**src/rtl/arwh_pkg.sv**
```systemverilog
// arwh_pkg: shared types and constants for the amplifier relay sequencer
// item and result structs, op, mode and register codes, timing limits
// no dependencies
package arwh_pkg;

    localparam int WARMUP_W = 14;
    localparam int HOLD_W   = 20;
    localparam int CFG_IDX_W  = 3;
    localparam int CFG_DATA_W = 20;

    localparam logic [WARMUP_W-1:0] WARMUP_LIMIT = WARMUP_W'(10000);
    localparam logic [HOLD_W-1:0]   HOLD_LIMIT   = HOLD_W'(600000);
    localparam logic [WARMUP_W-1:0] WARMUP_RESET = WARMUP_W'(500);
    localparam logic [HOLD_W-1:0]   HOLD_RESET   = HOLD_W'(30000);
    localparam logic [WARMUP_W-1:0] WARMUP_SAT   = '1;
    localparam logic [HOLD_W-1:0]   IDLE_SAT     = '1;

    // op codes of an input item
    localparam logic [1:0] OP_TICK = 2'd0;
    localparam logic [1:0] OP_PLAY = 2'd1;
    localparam logic [1:0] OP_STOP = 2'd2;

    // relay modes
    localparam logic [1:0] MODE_AUTO = 2'd0;
    localparam logic [1:0] MODE_ON   = 2'd1;

    // configuration register indexes
    localparam logic [CFG_IDX_W-1:0] CFG_MODE       = CFG_IDX_W'(0);
    localparam logic [CFG_IDX_W-1:0] CFG_WARMUP     = CFG_IDX_W'(1);
    localparam logic [CFG_IDX_W-1:0] CFG_HOLD       = CFG_IDX_W'(2);
    localparam logic [CFG_IDX_W-1:0] CFG_ACTIVE_LOW = CFG_IDX_W'(3);

    typedef struct packed {
        logic [1:0] op;
        logic [7:0] track;
        logic [7:0] volume;
        logic [7:0] loop_flag;
        logic       player_busy;
    } in_item_t;

    typedef struct packed {
        logic       relay_active;
        logic       pin_level;
        logic       start_strobe;
        logic [7:0] start_track;
        logic [7:0] start_volume;
        logic [7:0] start_loop;
        logic       stop_strobe;
        logic       waiting;
    } out_item_t;

    typedef struct packed {
        logic [1:0]          relay_mode;
        logic [WARMUP_W-1:0] warmup_ms;
        logic [HOLD_W-1:0]   hold_ms;
        logic                active_low;
    } cfg_t;

endpackage

```
**src/rtl/arwh_cfg.sv**
```systemverilog
// arwh_cfg: configuration register file with range checks on the timings
// depends on arwh_pkg
module arwh_cfg
    import arwh_pkg::*;
(
    input  logic                  aclk,
    input  logic                  aresetn,
    input  logic                  wr_en,
    input  logic [CFG_IDX_W-1:0]  wr_index,
    input  logic [CFG_DATA_W-1:0] wr_data,
    output cfg_t                  cfg
);

    cfg_t cfg_reg;
    cfg_t cfg_next;

    always_comb begin
        cfg_next = cfg_reg;
        if (wr_en) begin
            case (wr_index)
                CFG_MODE:       cfg_next.relay_mode = wr_data[1:0];
                // out of range timings are dropped
                CFG_WARMUP: begin
                    if (wr_data[WARMUP_W-1:0] <= WARMUP_LIMIT)
                        cfg_next.warmup_ms = wr_data[WARMUP_W-1:0];
                end
                CFG_HOLD: begin
                    if (wr_data[HOLD_W-1:0] <= HOLD_LIMIT)
                        cfg_next.hold_ms = wr_data[HOLD_W-1:0];
                end
                CFG_ACTIVE_LOW: cfg_next.active_low = wr_data[0];
                default:        cfg_next = cfg_reg;
            endcase
        end
    end

    always_ff @(posedge aclk) begin
        if (!aresetn) begin
            cfg_reg.relay_mode <= MODE_AUTO;
            cfg_reg.warmup_ms  <= WARMUP_RESET;
            cfg_reg.hold_ms    <= HOLD_RESET;
            cfg_reg.active_low <= 1'b0;
        end else begin
            cfg_reg <= cfg_next;
        end
    end

    assign cfg = cfg_reg;

endmodule

```
**src/rtl/arwh_seq.sv**
```systemverilog
// arwh_seq: relay sequencing state and the per-item update logic
// depends on arwh_pkg
module arwh_seq
    import arwh_pkg::*;
(
    input  logic      aclk,
    input  logic      aresetn,
    input  logic      fire,
    input  in_item_t  item,
    input  cfg_t      cfg,
    output out_item_t res
);

    logic                relay_reg, relay_next;
    logic                pend_reg, pend_next;
    logic [WARMUP_W-1:0] warm_reg, warm_next;
    logic [HOLD_W-1:0]   idle_reg, idle_next;
    logic [7:0]          trk_reg, trk_next;
    logic [7:0]          vol_reg, vol_next;
    logic [7:0]          lp_reg, lp_next;

    logic autom;
    assign autom = (cfg.relay_mode == MODE_AUTO);

    always_comb begin
        relay_next = relay_reg;
        pend_next  = pend_reg;
        warm_next  = warm_reg;
        idle_next  = idle_reg;
        trk_next   = trk_reg;
        vol_next   = vol_reg;
        lp_next    = lp_reg;
        res        = '0;
        case (item.op)
            OP_TICK: begin
                if (idle_reg != IDLE_SAT)
                    idle_next = idle_reg + HOLD_W'(1);
                if (pend_reg) begin
                    if (warm_reg != WARMUP_SAT)
                        warm_next = warm_reg + WARMUP_W'(1);
                    if (warm_next >= cfg.warmup_ms) begin
                        pend_next        = 1'b0;
                        res.start_strobe = 1'b1;
                        res.start_track  = trk_reg;
                        res.start_volume = vol_reg;
                        res.start_loop   = lp_reg;
                        idle_next        = '0;
                    end
                end
                if (cfg.relay_mode == MODE_ON) begin
                    relay_next = 1'b1;
                end else if (!autom) begin
                    relay_next = 1'b0;
                end else if (pend_next || item.player_busy) begin
                    idle_next  = '0;
                    relay_next = 1'b1;
                end else if (relay_reg && idle_next >= cfg.hold_ms) begin
                    relay_next = 1'b0;
                end
            end
            OP_PLAY: begin
                idle_next = '0;
                if (!autom || (relay_reg && !pend_reg) || cfg.warmup_ms == '0) begin
                    if (autom)
                        relay_next = 1'b1;
                    res.start_strobe = 1'b1;
                    res.start_track  = item.track;
                    res.start_volume = item.volume;
                    res.start_loop   = item.loop_flag;
                end else begin
                    // a repeat request keeps the running deadline
                    if (!pend_reg) begin
                        relay_next = 1'b1;
                        warm_next  = '0;
                    end
                    pend_next = 1'b1;
                    trk_next  = item.track;
                    vol_next  = item.volume;
                    lp_next   = item.loop_flag;
                end
            end
            OP_STOP: begin
                pend_next       = 1'b0;
                res.stop_strobe = 1'b1;
                idle_next       = '0;
            end
            default: ;
        endcase
        res.relay_active = relay_next;
        res.pin_level    = relay_next ^ cfg.active_low;
        res.waiting      = pend_next;
    end

    always_ff @(posedge aclk) begin
        if (!aresetn) begin
            relay_reg <= 1'b0;
            pend_reg  <= 1'b0;
            warm_reg  <= '0;
            idle_reg  <= '0;
        end else if (fire) begin
            relay_reg <= relay_next;
            pend_reg  <= pend_next;
            warm_reg  <= warm_next;
            idle_reg  <= idle_next;
        end
    end

    always_ff @(posedge aclk) begin
        if (fire) begin
            trk_reg <= trk_next;
            vol_reg <= vol_next;
            lp_reg  <= lp_next;
        end
    end

    a_strobes_exclusive: assert property (@(posedge aclk) disable iff (!aresetn)
        fire && res.stop_strobe |-> !res.start_strobe && !res.waiting)
        else $error("stop transfer also starts or keeps a start pending");

    a_idle_steps: assert property (@(posedge aclk) disable iff (!aresetn)
        fire |=> idle_reg == '0 || idle_reg == $past(idle_reg)
                 || idle_reg == $past(idle_reg) + HOLD_W'(1))
        else $error("idle counter jumped");

    a_state_holds: assert property (@(posedge aclk) disable iff (!aresetn)
        !fire |=> $stable(relay_reg) && $stable(pend_reg) && $stable(idle_reg))
        else $error("sequencer state changed without a transfer");

    a_start_clears_wait: assert property (@(posedge aclk) disable iff (!aresetn)
        fire && item.op == OP_TICK && res.start_strobe |-> !res.waiting)
        else $error("warm-up start left the start pending");

endmodule

```
**src/rtl/amp_relay_warmup_hold_controller.sv**
```systemverilog
// amp_relay_warmup_hold_controller: top level of the amplifier relay sequencer
// depends on arwh_pkg, arwh_cfg, arwh_seq
//
//   channel  direction  ports                           payload
//   s_       in         s_valid s_ready s_data          in_item_t
//   m_       out        m_valid m_ready m_data          out_item_t
//   cfg_     in         cfg_valid cfg_ready cfg_index   cfg_data (register write)
//
// every item passes through the input register and then the result register,
// so one transfer per cycle is sustained while m_ready stays high
// the update logic sits between the two registers
// a stalled result register holds its item; an empty input register can take one
// reset (aresetn low, synchronous) empties both registers and restores the defaults
// cfg_ready is always high; writes take effect on the next cycle
module amp_relay_warmup_hold_controller
    import arwh_pkg::*;
(
    input  logic                  aclk,
    input  logic                  aresetn,
    input  logic                  s_valid,
    output logic                  s_ready,
    input  in_item_t              s_data,
    output logic                  m_valid,
    input  logic                  m_ready,
    output out_item_t             m_data,
    input  logic                  cfg_valid,
    output logic                  cfg_ready,
    input  logic [CFG_IDX_W-1:0]  cfg_index,
    input  logic [CFG_DATA_W-1:0] cfg_data
);

    in_item_t  in_reg;
    logic      in_valid_reg;
    out_item_t out_reg;
    logic      out_valid_reg;
    out_item_t res;
    cfg_t      cfg;
    logic      adv;

    // item moves on when the result register is free or being emptied
    assign adv       = in_valid_reg && (!out_valid_reg || m_ready);
    assign s_ready   = !in_valid_reg || adv;
    assign cfg_ready = 1'b1;

    arwh_cfg u_cfg (
        .aclk     (aclk),
        .aresetn  (aresetn),
        .wr_en    (cfg_valid && cfg_ready),
        .wr_index (cfg_index),
        .wr_data  (cfg_data),
        .cfg      (cfg)
    );

    arwh_seq u_seq (
        .aclk    (aclk),
        .aresetn (aresetn),
        .fire    (adv),
        .item    (in_reg),
        .cfg     (cfg),
        .res     (res)
    );

    always_ff @(posedge aclk) begin
        if (!aresetn) begin
            in_valid_reg  <= 1'b0;
            out_valid_reg <= 1'b0;
        end else begin
            if (s_ready)
                in_valid_reg <= s_valid;
            if (adv)
                out_valid_reg <= 1'b1;
            else if (m_ready)
                out_valid_reg <= 1'b0;
        end
    end

    always_ff @(posedge aclk) begin
        if (s_ready && s_valid)
            in_reg <= s_data;
        if (adv)
            out_reg <= res;
    end

    assign m_valid = out_valid_reg;
    assign m_data  = out_reg;

endmodule
```
**config.mk**
```make
export PLATFORM = sky130hd
export DESIGN_NAME = amp_relay_warmup_hold_controller
export DESIGN_NICKNAME = d
export VERILOG_FILES = /design/src/rtl/arwh_pkg.sv /design/src/rtl/arwh_cfg.sv /design/src/rtl/arwh_seq.sv /design/src/rtl/amp_relay_warmup_hold_controller.sv
export SDC_FILE = /design/constraint.sdc
export NUM_CORES = 1
export LEC_CHECK = 0
export BUFFER_PORTS_ARGS = -buffer_cell sky130_fd_sc_hd__buf_2
export CORE_MARGIN = 1.5
export CORE_UTILIZATION = 23
export DETAILED_ROUTE_END_ITERATION = 16
export SKIP_LAST_GASP = 1
export SYNTH_ARGS = -nofsm -noshare
export SYNTH_HDL_FRONTEND = slang
export SYNTH_SLANG_ARGS = --single-unit
```
**constraint.sdc**
```tcl
create_clock -name aclk -period 4.9 [get_ports aclk]
set_input_delay 0.98 -clock aclk [delete_from_list [all_inputs] [get_ports aclk]]
set_output_delay 0.98 -clock aclk [all_outputs]
set_load 0.02 [all_outputs]
```
==> results.md <==
Critical path:
- The worst setup path is launched from a register.
- The capture instance of the worst register-to-register path is m_data[27].
- The startpoint-to-endpoint class of the critical path is register to register.
- The slowest cell on the critical path is sky130_fd_sc_hd__dfxtp_2.
- Along the worst path, the maximum fanout reaches 7.
- Walking the worst path, the cells encountered are and3_1 -> nand4_1 -> nor2_2 -> buf_4 -> mux2_2 -> ha_1 -> nand2_1 -> o21ai_1 -> a41oi_2 -> o21ai_2 -> and2_4 -> buf_4 -> nor2_1 -> ha_1 -> a211oi_1 -> nor2_1 -> nor4_2 -> o31ai_2 -> o221ai_2 -> xor2_1.
- The worst flop-to-flop path startpoint is u_seq.warm_reg[6].
- The number of cells on the worst reg-to-reg path is 20.
- The required time at the endpoint of the critical path is 5.07 ns.
- The sum of buffers and inverters on the critical path is 2.
- The kind of end point of the critical path is a register.
- The reg-to-reg setup timing slack is 0.32 ns.
- The data arrival time of the critical path is 4.75 ns.
- The largest stage delay on the critical path is 0.39 ns.
- On the critical path the largest part of the delay comes from simple AND/OR/NAND/NOR gates.

Clock network:
- The total number of H-tree levels is 4.
- The total clock buffers created by CTS is 17.
- The root buffer cell is sky130_fd_sc_hd__clkbuf_16.
- For the worst-skew pair, the clock arrives at the later sink with an insertion delay of 0.43 ns.
- The clock transition at the register clock pins on the worst setup and hold paths after CTS is 0.07 ns.
- The sink count of the clock tree is 155.
- The CTS tree is yes.
- The worst-case clock buffer depth is 2.

Detailed routing:
- The first TritonRoute pass finished after 5 iterations.
- The DRC violation total after the first TritonRoute iteration is 448.
- Dividing the detail-routed wire length by the instance count gives 14.3 um.
- The number of antenna-violating nets in the routed design is 0.
- The detailed-route vias per instance is 4.51.
- Summed over all layers, the routed wires come to 18.0 mm.
- The total via count after detailed routing is 5687.
- In the routed design, unresolved DRC markers number 0.

Synthesis:
- The synthesized design contains 155 register bits.
- Sorting the synthesized cells by area gives the leading types as sky130_fd_sc_hd__edfxtp_1 (32%), sky130_fd_sc_hd__dfxtp_1 (20%), sky130_fd_sc_hd__ha_1 (6.7%), sky130_fd_sc_hd__a22o_1 (3.4%), sky130_fd_sc_hd__nand2_1 (3.1%).
- The share of synthesized area occupied by flip-flops and latches is 0.521.
- Each instance of the synthesized netlist takes up on average 10.4 um2.
- The number of different library cells in the post-synthesis netlist is 60.
- Among all flip-flop cells after synthesis, the most frequent one is sky130_fd_sc_hd__edfxtp_1.
- The largest total area in the synthesized netlist belongs to sky130_fd_sc_hd__edfxtp_1.
- The number of enable-type register cells in the synthesized netlist is 80.
- Of all flip-flops after synthesis, the portion carrying an async set or reset was 0.
- Synthesis handed over a netlist of 723 instances.
- For this run, the number of Yosys warnings is 0.
- The share of synthesized area in the top cell type comes to 0.321.
- The cell area that synthesis handed to floorplanning was 7490 um2.
- The number of nets in the synthesized netlist is 818.
- sky130_fd_sc_hd__edfxtp_1 is the most common cell in the netlist.
- After synthesis, the most frequently instantiated cells are sky130_fd_sc_hd__edfxtp_1 (80), sky130_fd_sc_hd__dfxtp_1 (75), sky130_fd_sc_hd__nand2_1 (62), sky130_fd_sc_hd__nor2_1 (51), sky130_fd_sc_hd__inv_1 (43).

GRT:
- The number of global-route vias before repair is 5364.
- The all-layer global routing usage is 0.108.
- The first-pass GRT wire length is 28.3 mm.
- After global routing the overflow that remains totals 0.
- The initial antenna violation count is 2.
- Entering global routing, the biggest net connects 66 pins.

Worst hold path:
- The startpoint identified for the worst hold timing path is in_reg[4].
- The path with the worst hold slack has its endpoint at u_seq.lp_reg[3].
- In this run the worst hold path is classified as register to register.
- The number of stages on the worst hold path is 0.

Timing:
- The final critical-path setup slack is 0.320 ns.
- Across the routed clock network, the largest skew measured is 0.00912 ns.
- For this run, the top clock speed supported by timing is 0.218 GHz.
- Setup violations remaining at the end of the flow were counted as 0.
- Headroom to the max-slew limit came out at 0.244.
- Setup total negative slack on the finished layout was measured at 0 ns.
- Subtracting the final worst setup slack from the clock period gives 4.58 ns.
- The max-slew violation count is 0.
- In the finished design, the share of the clock period the worst path needs comes to 0.935.
- The measured slew at the worst slew-check pin is 1.13 ns.
- Setup repair after global routing left no endpoint under its margin.
- The worst hold slack after final layout is 0.454 ns.
- The number of failing hold endpoints at the final stage came to 0.

Place:
- The placer's final routability congestion estimate is 0.777.
- The number of buffer cells added on primary ports is 85.
- Counting tap cells, the placed design contains a total of 1222 instances.
- The placement-stage worst setup slack is -0.0383 ns.
- Detailed placement finished with a half-perimeter wire length of 12.7 mm.

Floorplan:
- The die covers 33700 um2.
- The number of ports placed on the die boundary is 87.
- The floorplan has 65 rows.
- The initial cell density of the core is 0.236.
- The placeable core region is 31800 um2.
- The die is 183 um tall.
- From left edge to right edge, the die measures 183 um.

Layout:
- Across the whole layout, storage elements account for 3920 um2.
- The share of layout cells above drive strength 1 is 0.203.
- The final cell utilization of the core is 0.287.
- The multi-input combinational cells in the finished layout cover a total of 3370 um2.
- The register with the most flip-flops in the layout has 37 of them.
- The area overhead of the layout relative to synthesis is 21.9%.
- After the flow finishes, the layout carries non-filler instances totaling 1260.
- Counting the fill cells in the layout gives 3312.
- The number of nets in the final layout is 906.

Power and ir drop:
- The clock network fraction of design power is 0.461.
- Cell internal power was estimated by the tool at 0.00229 W.
- The worst-case vdd ir drop is 199 uV.
- Of the total power, registers draw 0.476.
- The total power divided by cell area is 328 nW/um2.
- The total net switching power is 0.000710 W.
- The switching part of the total is 0.237.
- The share of total power dissipated in combinational logic is 0.063.
- In this run the static leakage power is 3.64 nW.

Outcome:
- The run finished with clean final reports.

Job:
- The total of max-cap violations is 0.
stage by stage:
stage	total power [W]	cell area, um2
final	0.00300	9130
after global routing	0.00310	9130
after CTS	0.00302	9020
after detailed placement	0.00164	8410
after global placement	0.00164	8410
after floorplan	0.00156	7490
cells by family (layout without fill, tap and decap cells):
group	count (synthesis)	after routing	share of synthesized area
and+or+nand+nor	241	242	0.162
AOI/OAI and AO/OA	170	170	0.158
DFF	155	155	0.521
buffers and inverters	73	173	0.0386
adders and majority gates	40	40	0.0668
xor gates and xnor gates	24	24	0.0281
muxes	19	19	0.0256
other	1	2	0.000501
worst max-delay path by stage:
stage,start,to,depth (start not counted)
after global routing,u_seq.warm_reg[4],m_data[27],20
after global placement,u_seq.warm_reg[3],m_data[27],19
after floorplan,u_seq.warm_reg[6],m_data[27],22
final,u_seq.warm_reg[6],m_data[27],20
after detailed placement,u_seq.warm_reg[3],m_data[27],19
after CTS,u_seq.warm_reg[0],m_data[27],18
repair_timing:
item / CTS / global route
gates resized for setup: 1 / 23
hold buffers: 0 / 0
setup buffers: 0 / 4
pin swaps: 0 / 5
gates cloned: 0 / 1
setup endpoints to repair: 1 / 3
layout by cell type, fill, tap and decap left out, types with 7 or more instances in the layout:
| master | instances |
|---|---|
| sky130_fd_sc_hd__nor3_1 | 10 |
| sky130_fd_sc_hd__nand2_1 | 62 |
| sky130_fd_sc_hd__edfxtp_1 | 80 |
| sky130_fd_sc_hd__ha_1 | 39 |
| sky130_fd_sc_hd__o21ai_0 | 36 |
| sky130_fd_sc_hd__xnor2_1 | 14 |
| sky130_fd_sc_hd__a22o_1 | 29 |
| sky130_fd_sc_hd__inv_1 | 43 |
| sky130_fd_sc_hd__dfxtp_1 | 66 |
| sky130_fd_sc_hd__o31ai_1 | 10 |
| sky130_fd_sc_hd__mux2i_1 | 18 |
| sky130_fd_sc_hd__and3_1 | 17 |
| sky130_fd_sc_hd__nor2b_1 | 15 |
| sky130_fd_sc_hd__nor2_1 | 48 |
| sky130_fd_sc_hd__xor2_1 | 10 |
| sky130_fd_sc_hd__a21oi_1 | 38 |
| sky130_fd_sc_hd__nand3_1 | 33 |
| sky130_fd_sc_hd__nand2b_1 | 7 |
| sky130_fd_sc_hd__a31oi_1 | 13 |
| sky130_fd_sc_hd__o211ai_1 | 9 |
| sky130_fd_sc_hd__nand4_1 | 7 |
| sky130_fd_sc_hd__dfxtp_2 | 9 |
| sky130_fd_sc_hd__and2_1 | 7 |
| sky130_fd_sc_hd__clkbuf_16 | 17 |
| sky130_fd_sc_hd__buf_2 | 85 |
| sky130_fd_sc_hd__buf_4 | 13 |
area by class of cell:
type,instances,share of cell area
well taps,435,0.0596
repair buffers,98,0.0573
flip-flops and latches,155,0.429
clock buffers,17,0.0466
clock inverters,15,0.0204
diodes,1,0.000274
multi-input cells,496,0.369
inverters,43,0.0177
power groups by stage:
stage | Combinational, W | Sequential [W] | Clock [W]
floorplan | 0.0000995 | 0.00146 | 0
global placement | 0.000181 | 0.00145 | 0
detailed placement | 0.000187 | 0.00146 | 0
CTS | 0.000188 | 0.00143 | 0.00141
global route | 0.000206 | 0.00143 | 0.00146
finish | 0.000189 | 0.00143 | 0.00138
per-layer routing:
| metal | vias up | GRT usage | part of all wire |
|---|---|---|---|
| met5 | - | 0 | 0.00072 |
| met4 | 2 | 0.0433 | 0.019 |
| met3 | 23 | 0.0246 | 0.042 |
| met2 | 131 | 0.183 | 0.49 |
| met1 | 2706 | 0.133 | 0.45 |
| li1 | 2825 | - | - |
(Power assumes the default switching activity.)
